**config.mk**
```make
export PLATFORM = sky130hd
export DESIGN_NAME = ilb_ctrl_flat
export DESIGN_NICKNAME = d
export VERILOG_FILES = /design/src/ilb_pkg.sv /design/src/ilb_if.sv /design/src/ilb_ctrl.sv /design/src/flat_wrapper.sv
export SDC_FILE = /design/constraint.sdc
export NUM_CORES = 1
export LEC_CHECK = 0
export BUFFER_PORTS_ARGS = -buffer_cell sky130_fd_sc_hd__buf_2
export CORE_ASPECT_RATIO = 1.2
export CORE_MARGIN = 2
export CORE_UTILIZATION = 49
export DETAILED_ROUTE_END_ITERATION = 7
export HOLD_SLACK_MARGIN = 0.12
export PLACE_DENSITY = 0.82
export SYNTH_ARGS = -nofsm -noshare
export SYNTH_HDL_FRONTEND = slang
export SYNTH_SLANG_ARGS = --single-unit
export TNS_END_PERCENT = 100
```
**constraint.sdc**
```tcl
create_clock -name clk -period 3.6 [get_ports clk]
set_input_delay 0 -clock clk [delete_from_list [all_inputs] [get_ports clk]]
set_output_delay 0 -clock clk [all_outputs]
set_load 0.02 [all_outputs]
```
**src/ilb_pkg.sv**
```systemverilog
// Package for the indexed list buffer: field widths, action and status codes,
// and the result beat structure shared by the controller and the top level.
// Depends on nothing.
`default_nettype none

package ilb_pkg;

  // Fixed widths of the channel fields.
  localparam int ACTION_W = 2;
  localparam int POS_W    = 8;
  localparam int VALUE_W  = 32;
  localparam int ELEM_W   = 32;
  localparam int COUNT_W  = 9;
  localparam int STATUS_W = 2;

  // Requested action of an input beat.
  typedef enum logic [ACTION_W-1:0] {
    ACT_APPEND = 2'd0,
    ACT_READ   = 2'd1,
    ACT_REMOVE = 2'd2,
    ACT_NONE   = 2'd3
  } action_t;

  // Status reported with every result beat.
  typedef enum logic [STATUS_W-1:0] {
    ST_OK    = 2'd0,
    ST_FULL  = 2'd1,
    ST_RANGE = 2'd2
  } status_t;

  // One result beat.
  typedef struct packed {
    logic [ELEM_W-1:0]  element;
    logic [COUNT_W-1:0] count;
    logic               empty_res;
    status_t            status;
  } res_t;

endpackage

`default_nettype wire

```
**src/ilb_if.sv**
```systemverilog
// Channel interfaces of the indexed list buffer: the request channel and the
// result channel, each with valid, ready and payload. Depends on ilb_pkg.
`default_nettype none

interface ilb_in_if;
  logic                          valid;
  logic                          ready;
  logic [ilb_pkg::ACTION_W-1:0]  action;
  logic [ilb_pkg::POS_W-1:0]     position;
  logic [ilb_pkg::VALUE_W-1:0]   value;

  modport source (output valid, action, position, value, input ready);
  modport sink   (input valid, action, position, value, output ready);
endinterface


`default_nettype wire

```
**src/ilb_ctrl.sv**
```systemverilog
// Sequencer of the indexed list buffer: decodes request beats, keeps the
// element count, drives the element RAM and moves later elements down on a
// remove. Depends on ilb_pkg and ilb_if.
`default_nettype none

module ilb_ctrl #(
  parameter int DEPTH      = 256,
  parameter int DATA_WIDTH = 32,
  localparam int AW        = $clog2(DEPTH)
) (
  input  wire logic                  clk,
  input  wire logic                  rst_n,
  ilb_in_if.sink                     in_ch,
  output logic                       res_valid,
  output ilb_pkg::res_t              res,
  input  wire logic                  res_ready,
  output logic                       mem_wr_en,
  output logic [AW-1:0]              mem_wr_addr,
  output logic [DATA_WIDTH-1:0]      mem_wr_data,
  output logic                       mem_rd_en,
  output logic [AW-1:0]              mem_rd_addr,
  input  wire logic [DATA_WIDTH-1:0] mem_rd_data
);

  localparam int CW = $clog2(DEPTH + 1);
  localparam int PW = (CW > ilb_pkg::POS_W) ? CW : ilb_pkg::POS_W;
  localparam int XW = (DATA_WIDTH > ilb_pkg::VALUE_W) ? DATA_WIDTH : ilb_pkg::VALUE_W;
  localparam int OW = (CW > ilb_pkg::COUNT_W) ? CW : ilb_pkg::COUNT_W;

  typedef enum logic [1:0] {
    S_IDLE,
    S_RD_WAIT,
    S_SHIFT,
    S_RESP
  } state_t;

  state_t              state_r;
  logic [CW-1:0]       count_r;
  logic [CW-1:0]       idx_r;
  logic                is_remove_r;
  logic [ilb_pkg::ELEM_W-1:0] res_elem_r;
  ilb_pkg::status_t    res_status_r;

  logic                fire;
  ilb_pkg::action_t    act;
  logic [PW-1:0]       pos_ext;
  logic                in_range;
  logic                full;
  logic [CW:0]         cnt_ext;
  logic [CW:0]         idx_p1;
  logic [CW:0]         idx_p2;
  logic [XW-1:0]       val_ext;
  logic [XW-1:0]       rd_ext;
  logic [OW-1:0]       cnt_out;

  // Request decode.
  assign in_ch.ready = (state_r == S_IDLE);
  assign fire        = in_ch.valid && in_ch.ready;
  assign act         = ilb_pkg::action_t'(in_ch.action);
  assign pos_ext     = PW'(in_ch.position);
  assign in_range    = (pos_ext < PW'(count_r));
  assign full        = (count_r == CW'(DEPTH));
  assign cnt_ext     = {1'b0, count_r};
  assign idx_p1      = {1'b0, idx_r} + (CW+1)'(1);
  assign idx_p2      = {1'b0, idx_r} + (CW+1)'(2);
  assign val_ext     = XW'(in_ch.value);
  assign rd_ext      = XW'(mem_rd_data);
  assign cnt_out     = OW'(count_r);

  // RAM write: an append at the tail, or one step of the move-down on remove.
  always_comb begin
    mem_wr_en   = 1'b0;
    mem_wr_addr = count_r[AW-1:0];
    mem_wr_data = val_ext[DATA_WIDTH-1:0];
    if (state_r == S_SHIFT) begin
      mem_wr_en   = 1'b1;
      mem_wr_addr = idx_r[AW-1:0];
      mem_wr_data = mem_rd_data;
    end else if (fire && act == ilb_pkg::ACT_APPEND && !full) begin
      mem_wr_en = 1'b1;
    end
  end

  // RAM read: the addressed element, then, on a remove, each later element in turn.
  always_comb begin
    mem_rd_en   = 1'b0;
    mem_rd_addr = pos_ext[AW-1:0];
    case (state_r)
      S_IDLE: begin
        mem_rd_en = fire && in_range &&
                    (act == ilb_pkg::ACT_READ || act == ilb_pkg::ACT_REMOVE);
      end
      S_RD_WAIT: begin
        mem_rd_addr = idx_p1[AW-1:0];
        mem_rd_en   = is_remove_r && (idx_p1 < cnt_ext);
      end
      S_SHIFT: begin
        mem_rd_addr = idx_p2[AW-1:0];
        mem_rd_en   = (idx_p2 < cnt_ext);
      end
      default: begin
        mem_rd_en = 1'b0;
      end
    endcase
  end

  // Sequencer state, element count and result fields.
  always_ff @(posedge clk) begin
    if (!rst_n) begin
      state_r <= S_IDLE;
      count_r <= '0;
    end else begin
      case (state_r)
        S_IDLE: begin
          if (fire) begin
            idx_r        <= pos_ext[CW-1:0];
            is_remove_r  <= (act == ilb_pkg::ACT_REMOVE);
            res_elem_r   <= '0;
            res_status_r <= ilb_pkg::ST_OK;
            state_r      <= S_RESP;
            case (act)
              ilb_pkg::ACT_APPEND: begin
                if (full) begin
                  res_status_r <= ilb_pkg::ST_FULL;
                end else begin
                  count_r <= count_r + CW'(1);
                end
              end
              ilb_pkg::ACT_READ, ilb_pkg::ACT_REMOVE: begin
                if (in_range) begin
                  state_r <= S_RD_WAIT;
                end else begin
                  res_status_r <= ilb_pkg::ST_RANGE;
                end
              end
              default: begin
                res_status_r <= ilb_pkg::ST_OK;
              end
            endcase
          end
        end
        S_RD_WAIT: begin
          res_elem_r <= rd_ext[ilb_pkg::ELEM_W-1:0];
          if (!is_remove_r) begin
            state_r <= S_RESP;
          end else if (idx_p1 < cnt_ext) begin
            state_r <= S_SHIFT;
          end else begin
            count_r <= count_r - CW'(1);
            state_r <= S_RESP;
          end
        end
        S_SHIFT: begin
          idx_r <= idx_p1[CW-1:0];
          if (!(idx_p2 < cnt_ext)) begin
            count_r <= count_r - CW'(1);
            state_r <= S_RESP;
          end
        end
        S_RESP: begin
          if (res_ready) begin
            state_r <= S_IDLE;
          end
        end
        default: begin
          state_r <= S_IDLE;
        end
      endcase
    end
  end

  // Result beat toward the output register.
  assign res_valid     = (state_r == S_RESP);
  assign res.element   = res_elem_r;
  assign res.count     = cnt_out[ilb_pkg::COUNT_W-1:0];
  assign res.empty_res = (count_r == '0);
  assign res.status    = res_status_r;

  // The count never passes the capacity.
  a_count_bound: assert property (@(posedge clk) disable iff (!rst_n)
    count_r <= CW'(DEPTH))
    else $error("element count above capacity");

  // A write and a read of the same entry never meet in one cycle.
  a_no_rw_clash: assert property (@(posedge clk) disable iff (!rst_n)
    (mem_wr_en && mem_rd_en) |-> (mem_wr_addr != mem_rd_addr))
    else $error("same-entry read and write in one cycle");

  // An accepted append with room grows the count by one.
  a_append_grows: assert property (@(posedge clk) disable iff (!rst_n)
    (fire && act == ilb_pkg::ACT_APPEND && !full) |=>
      (count_r == $past(count_r) + CW'(1)))
    else $error("append did not grow the count");

  // The move-down only runs over entries below the count.
  a_shift_inside: assert property (@(posedge clk) disable iff (!rst_n)
    (state_r == S_SHIFT) |-> (idx_p1 < cnt_ext))
    else $error("move-down beyond the last element");

  // A full status is only reported at capacity.
  a_full_status: assert property (@(posedge clk) disable iff (!rst_n)
    (res_valid && res_status_r == ilb_pkg::ST_FULL) |-> full)
    else $error("full status below capacity");

endmodule

`default_nettype wire

```
**src/flat_wrapper.sv**
```systemverilog
// flat-port wrapper written by rule: the top's interface ports become plain ports
module ilb_ctrl_flat 
#(
  parameter int DEPTH      = 256,
  parameter int DATA_WIDTH = 32,
  localparam int AW        = $clog2(DEPTH)
)
  (clk, rst_n, res_valid, res, res_ready, mem_wr_en, mem_wr_addr, mem_wr_data, mem_rd_en, mem_rd_addr, mem_rd_data, in_ch_valid, in_ch_action, in_ch_position, in_ch_value, in_ch_ready);
  ilb_in_if in_ch_i ();
  input  wire logic clk;
  input  wire logic rst_n;
  output logic res_valid;
  output ilb_pkg::res_t res;
  input  wire logic res_ready;
  output logic mem_wr_en;
  output logic [AW-1:0] mem_wr_addr;
  output logic [DATA_WIDTH-1:0] mem_wr_data;
  output logic mem_rd_en;
  output logic [AW-1:0] mem_rd_addr;
  input  wire logic [DATA_WIDTH-1:0] mem_rd_data;
  input wire logic [$bits(in_ch_i.valid)-1:0] in_ch_valid;
  input wire logic [$bits(in_ch_i.action)-1:0] in_ch_action;
  input wire logic [$bits(in_ch_i.position)-1:0] in_ch_position;
  input wire logic [$bits(in_ch_i.value)-1:0] in_ch_value;
  output wire logic [$bits(in_ch_i.ready)-1:0] in_ch_ready;
  assign in_ch_i.valid = in_ch_valid;
  assign in_ch_i.action = in_ch_action;
  assign in_ch_i.position = in_ch_position;
  assign in_ch_i.value = in_ch_value;
  assign in_ch_ready = in_ch_i.ready;
  ilb_ctrl #(.DEPTH(DEPTH), .DATA_WIDTH(DATA_WIDTH)) u_core (.clk(clk), .rst_n(rst_n), .in_ch(in_ch_i), .res_valid(res_valid), .res(res), .res_ready(res_ready), .mem_wr_en(mem_wr_en), .mem_wr_addr(mem_wr_addr), .mem_wr_data(mem_wr_data), .mem_rd_en(mem_rd_en), .mem_rd_addr(mem_rd_addr), .mem_rd_data(mem_rd_data));
endmodule
```
Word level (Yosys, flattened, before mapping)
Index checks and enable logic that the tools add are counted.
{"block": "word_totals", "ff_bits": 55, "in_bits": 78}
{"block": "classes", "add_sub_neg": 4, "n_lt_le_gt_ge": 3, "eq_ne": 13, "mux": 28, "n_reduce_logical": 20}
{"operator": "32-bit two-way mux", "count": 2}
{"operator": "32-bit case mux with 2 select lines", "count": 1}
{"operator": "9-bit two-way mux", "count": 7}
{"operator": "9-bit case mux with 3 select lines", "count": 1}
{"operator": "10-bit by 9-bit < comparator with 1-bit output", "count": 2}
{"operator": "9-bit case mux with 2 select lines", "count": 1}
{"operator": "8-bit case mux with 2 select lines", "count": 1}
{"operator": "2-bit two-way mux", "count": 7}
{"operator": "3-bit AND reduction", "count": 4}
{"operator": "9-bit by 1-bit adder with 10-bit output, second input constant", "count": 1}
{"operator": "9-bit by 2-bit adder with 10-bit output, second input constant", "count": 1}
{"operator": "2-bit inequality test, second input constant", "count": 5}
{"operator": "9-bit by 1-bit adder with 9-bit output, second input constant", "count": 1}
{"operator": "9-bit == test, second input constant", "count": 1}
{"operator": "9-bit zero test", "count": 1}
{"operator": "8-bit by 9-bit < comparator with 1-bit output", "count": 1}
{"operator": "9-bit by 1-bit subtractor with 9-bit output, second input constant", "count": 1}
{"operator": "8-bit two-way mux", "count": 1}
{"operator": "2-bit case mux with 4 select lines", "count": 1}
{"operator": "7-bit AND reduction", "count": 1}
{"operator": "2-bit == test, second input constant", "count": 3}
{"operator": "1-bit logical AND", "count": 6}
{"operator": "2-bit by 1-bit == test with 1-bit output, second input constant", "count": 2}
{"operator": "2-bit zero test", "count": 2}
{"operator": "other kinds (9)", "count": 14}

Logic depth before layout (Yosys ltp)
{"block": "logic_depth", "ltp_word": 6, "ltp_mapped": 13, "mapped_depth_nobuf": 11}

Least setup slack after synthesis
No wires, ideal clock.
{"block": "synth_timing", "kind": "register to register", "from": "register u_core.state_r[0]", "to": "register u_core.res_elem_r[0] in the netlist's numbering (enable)", "arrival_time_ps": 2748, "slack_ps": 420, "stages_incl_launch_ff": 6, "path_buffers": 1, "synth_period_minus_slack_ps": 3180, "cell_sequence": "dfxtp_1 > inv_1 > ha_1 > clkbuf_1 > nand2b_1 > a21oi_1"}
{"block": "synth_between", "elab_chain_len": 4, "elab_cells_between_ends": 6, "classes_between": "2 x eq/ne; 4 x reduce/logical"}
{"element": "start, declared", "line": "ilb_ctrl.sv:37", "source": "state_t state_r;"}
{"element": "start signal, assigned", "line": "ilb_ctrl.sv:110", "source": "state_r <= S_IDLE;"}
{"element": "start signal, assigned", "line": "ilb_ctrl.sv:120", "source": "state_r <= S_RESP;"}
{"element": "start signal, assigned", "line": "ilb_ctrl.sv:131", "source": "state_r <= S_RD_WAIT;"}
{"element": "2-bit zero test *", "line": "ilb_ctrl.sv:57", "source": "assign in_ch.ready = (state_r == S_IDLE);"}
{"element": "net in_ch_ready", "line": "flat_wrapper.sv:25", "source": "output wire logic [$bits(in_ch_i.ready)-1:0] in_ch_ready;"}
{"element": "1-bit logical AND", "line": "ilb_ctrl.sv:58", "source": "assign fire = in_ch.valid && in_ch.ready;"}
{"element": "2-bit inequality test (no source line)"}
{"element": "3-bit AND reduction (no source line) *"}
{"element": "end signal, assigned", "line": "ilb_ctrl.sv:143", "source": "res_elem_r <= rd_ext[ilb_pkg::ELEM_W-1:0];"}
{"element": "end, declared", "line": "ilb_ctrl.sv:41", "source": "logic [ilb_pkg::ELEM_W-1:0] res_elem_r;"}
Mark *: on every way through the listed nets, which the timed path passes. The rest lies on a longest branch.
A chain may end at the register's enable or synchronous reset.

Worst setup path in the final report
{"block": "layout_timing", "from": "register u_core.idx_r[1]", "to": "register u_core.count_r[7], in the netlist u_core.cnt_out[7]"}
{"block": "layout_between", "elab_chain_len": 4, "elab_cells_between_ends": 7, "classes_between": "2 x add/sub; 2 x order compare; 2 x eq/ne; 1 x reduce/logical"}
{"element": "start, declared", "line": "ilb_ctrl.sv:39", "source": "logic [CW-1:0] idx_r;"}
{"element": "start signal, assigned", "line": "ilb_ctrl.sv:116", "source": "idx_r <= pos_ext[CW-1:0];"}
{"element": "start signal, assigned", "line": "ilb_ctrl.sv:154", "source": "idx_r <= idx_p1[CW-1:0];"}
{"element": "9-bit by 1-bit adder with 10-bit output / 9-bit by 2-bit adder with 10-bit output (equally long branches)", "line": "ilb_ctrl.sv:64, ilb_ctrl.sv:65"}
{"element": "10-bit by 9-bit < comparator with 1-bit output (on tied branches)", "line": "ilb_ctrl.sv:146, ilb_ctrl.sv:155"}
{"element": "2-bit inequality test (no source line)"}
{"element": "7-bit AND reduction (no source line) *"}
{"element": "end signal, assigned", "line": "ilb_ctrl.sv:126", "source": "count_r <= count_r + CW'(1);"}
{"element": "end signal, assigned", "line": "ilb_ctrl.sv:149", "source": "count_r <= count_r - CW'(1);"}
{"element": "end signal, assigned", "line": "ilb_ctrl.sv:156", "source": "count_r <= count_r - CW'(1);"}
{"element": "end, declared", "line": "ilb_ctrl.sv:38", "source": "logic [CW-1:0] count_r;"}
Every way passes the cells marked *; elsewhere a longest branch is shown, timed or not.

==> impl_metrics.json <==
{
  "status": "completed",
  "clk_pin_slew_worst_paths_ns": 0.11,
  "synth-main-ff-cell": "edfxtp_1",
  "yosysUniqueCellTypes": 51,
  "yosysWarnings": 0,
  "grt_pass1_vias": 4001,
  "drive_above_1_share_pct": 37.9,
  "grt_usage_pct": 27.4,
  "required_ns": 3.81,
  "grt_pass1_wl_mm": 19.7,
  "die_area_um2": 9160,
  "ant_nets": 0,
  "holdCritStartpoint": "res_ready",
  "layout.cells.non_filler": 728,
  "fin_worst_skew_ns": 0.00643,
  "finalHoldViolations": 0,
  "drc_errors": 0,
  "cts_buffers": 5,
  "max-clock-path-buffers": 2,
  "drt-total-wl_mm": 13.0,
  "netlist_instances": 410,
  "cts_tree": "yes",
  "layout_min_cycle_time_ns": 3.27,
  "syn_area_um2": 4120,
  "vias_per_cell": 5.63,
  "insertion_delay_ns": 0.31,
  "slew_headroom_pct": 33.2,
  "power_density_nw_per_um2": 747,
  "arrival_ns": 3.47,
  "fmax_mhz": 306,
  "cp-start-kind": "register",
  "wire_per_inst_um": 17.8,
  "r2r-start": "u_core.idx_r[1]$_DFFE_PP_",
  "area_growth_pct": 35.8,
  "clock-sinks": 55,
  "critPathSlowestCell": "edfxtp_1",
  "setup_tns_ns": 0,
  "leakage_nw": 2.51,
  "slew_violations": 0,
  "final_nets": 731,
  "via_count": 4100,
  "cts_resized": 0,
  "antenna_cells": 0,
  "synth-edff-count": 44,
  "grt_max_degree": 42,
  "portBuffers": 173,
  "cpPeakStageDelay_ns": 0.50,
  "first_pass_iters": 5,
  "crit_chain": "ha_1 -> and3_1 -> nand4_1 -> xnor2_1 -> ha_1 -> and3_1 -> nand4_1 -> a2bb2oi_1 -> and4_1 -> nor2_1 -> a311oi_1",
  "die_h_um": 104,
  "path_class": "reg2reg",
  "die_w_um": 87.7,
  "cts-root-buf": "clkbuf_8",
  "hpwlAfterDp_mm": 9.16,
  "setup_viol": 0,
  "post_cts_buffers": 0,
  "start_util_pct": 50.5,
  "rsz0062_at_grt": "no",
  "peakVddDrop_uv": 593,
  "synthArstFlopShare_pct": 0,
  "finalCritPeriodShare_pct": 90.7,
  "cts_hold_buffers": 43,
  "fillers": 618,
  "rows": 36,
  "worst_pin_slew_ns": 1.00,
  "gp_congestion": 0.952,
  "synthTopCellsByArea": "edfxtp_1, ha_1, mux2_2",
  "yosysSeqAreaShare_pct": 37.4,
  "synth_nets": 528,
  "worstSetupStartpoint": "u_core.idx_r[1]$_DFFE_PP_",
  "gr-total-overflow": 0,
  "ys_ff_latch": 55,
  "io_pins": 174,
  "dp_cells": 677,
  "cap_violations": 0,
  "avgSynthCellArea_um2": 10.0,
  "antenna_found_initial": 0,
  "drt_iter0_drc": 317,
  "hold_class": "in2reg",
  "critPathCaptureType": "register",
  "power_mw": 4.18,
  "path_max_fanout": 8,
  "yosys.area.top_type": "edfxtp_1",
  "htreeDepth": 2,
  "synth.top_cell.area_share_pct": 32.1,
  "coreArea_um2": 8150
}
==> layout by cell type (no fill, tap or decap), drive strengths merged, types with 5 or more instances in the layout <==
master         n
a21o           5
a21oi         27
a22oi          6
a31oi          6
and2          33
and3           8
buf          178
clkbuf         5
dfxtp         11
dlygate4sd3   43
edfxtp        44
ha            39
inv           23
mux2          39
nand2         23
nand3          9
nand4         13
nor2          18
o21ai         14
o31ai          8
xnor2         17
==> layer usage <==
layer | routed length (um) | GRT usage (%) | vias to the layer above
met1 | 4740 | 30.0 | 1916
met5 | 0 | 0 | -
met3 | 876 | 4.05 | 36
met4 | 484 | 11.2 | 0
li1 | - | - | 1926
met2 | 6850 | 51.0 | 222
==> report_power, final <==
group	switching [mW]	total [mW]	internal [mW]	leakage, nW
logic	1.71	2.79	1.08	1.96
registers	0.139	1.03	0.893	0.507
clock network	0.218	0.358	0.140	0.0408
total	2.06	4.18	2.11	2.51
==> state kept, by name, indices dropped and copies added (netlist names) <==
register / cells
u_core.res_elem_r: 32
u_core.cnt_out: 9
u_core.state_r: 2
u_core.is_remove_r: 1
u_core.idx_r: 9
u_core.res_status_r: 2
==> cells by family after synthesis <==
| group | count (synthesis) | synth area share [%] |
|---|---|---|
| adder cells (fa/ha/maj) | 40 | 12.3 |
| AND/OR/NAND/NOR | 121 | 16.0 |
| flip-flops | 55 | 37.4 |
| buffers and inverters | 47 | 4.65 |
| XOR/XNOR | 20 | 4.25 |
| multiplexers | 41 | 11.1 |
| AO/OA/AOI/OAI | 86 | 14.2 |
==> cell type report <==
class / instances / area (um2) / share of cell area [%]
flip-flops and latches: 55 / 1540 / 27.6
inverters: 22 / 82.6 / 1.48
multi-input cells: 308 / 2400 / 42.9
clock inverters: 3 / 23.8 / 0.425
well taps: 114 / 143 / 2.55
repair buffers: 221 / 1330 / 23.8
clock buffers: 5 / 68.8 / 1.23
==> worst max-delay path, delay by kind of cell (launching register included) <==
kind                       cells  cell delay, ns
adders and majority gates      2            0.54
xor gates and xnor gates       1            0.24
and+or+nand+nor                6            1.28
DFF                            1            0.50
AOI/OAI and AO/OA              2            0.62
==> metrics by stage <==
stage          hold WS, ns  cell area, um2  setup WS [ns]  utilization, %
6_report             0.165            5590          0.335            68.6
5_1_grt              0.210            5590         0.0690            68.6
4_1_cts              0.159            5590          0.413            68.6
3_5_place_dp         0.304            5070          0.460            62.2
3_3_place_gp         0.290            5070          0.633            62.2
2_1_floorplan        0.148            4120          0.420               -
==> Yosys cell counts (all sizes together) (4+ instances only) <==
cell type   n
xnor2      17
nand2b      4
a21o        5
ha         39
nand4      13
mux2       39
a21oi      27
dfxtp      11
o31ai       8
o21ai      14
nor2       18
buf         7
a31oi       6
and3        8
a22oi       6
inv        22
nand2      23
clkbuf     18
edfxtp     44
nand3       9
and2       33
==> path summary, 6_finish.rpt <==
check                                                      end  cells after the start  slack, ns
worst max-delay path            u_core.cnt_out[7]$_SDFFE_PN0P_                     11       0.33
worst min register to register  u_core.state_r[0]$_SDFFE_PN0P_                      1       0.53
worst min-delay path            u_core.state_r[0]$_SDFFE_PN0P_                      4       0.16
worst max register to register  u_core.cnt_out[7]$_SDFFE_PN0P_                     11       0.33
Power figures use the tool's default switching activity.
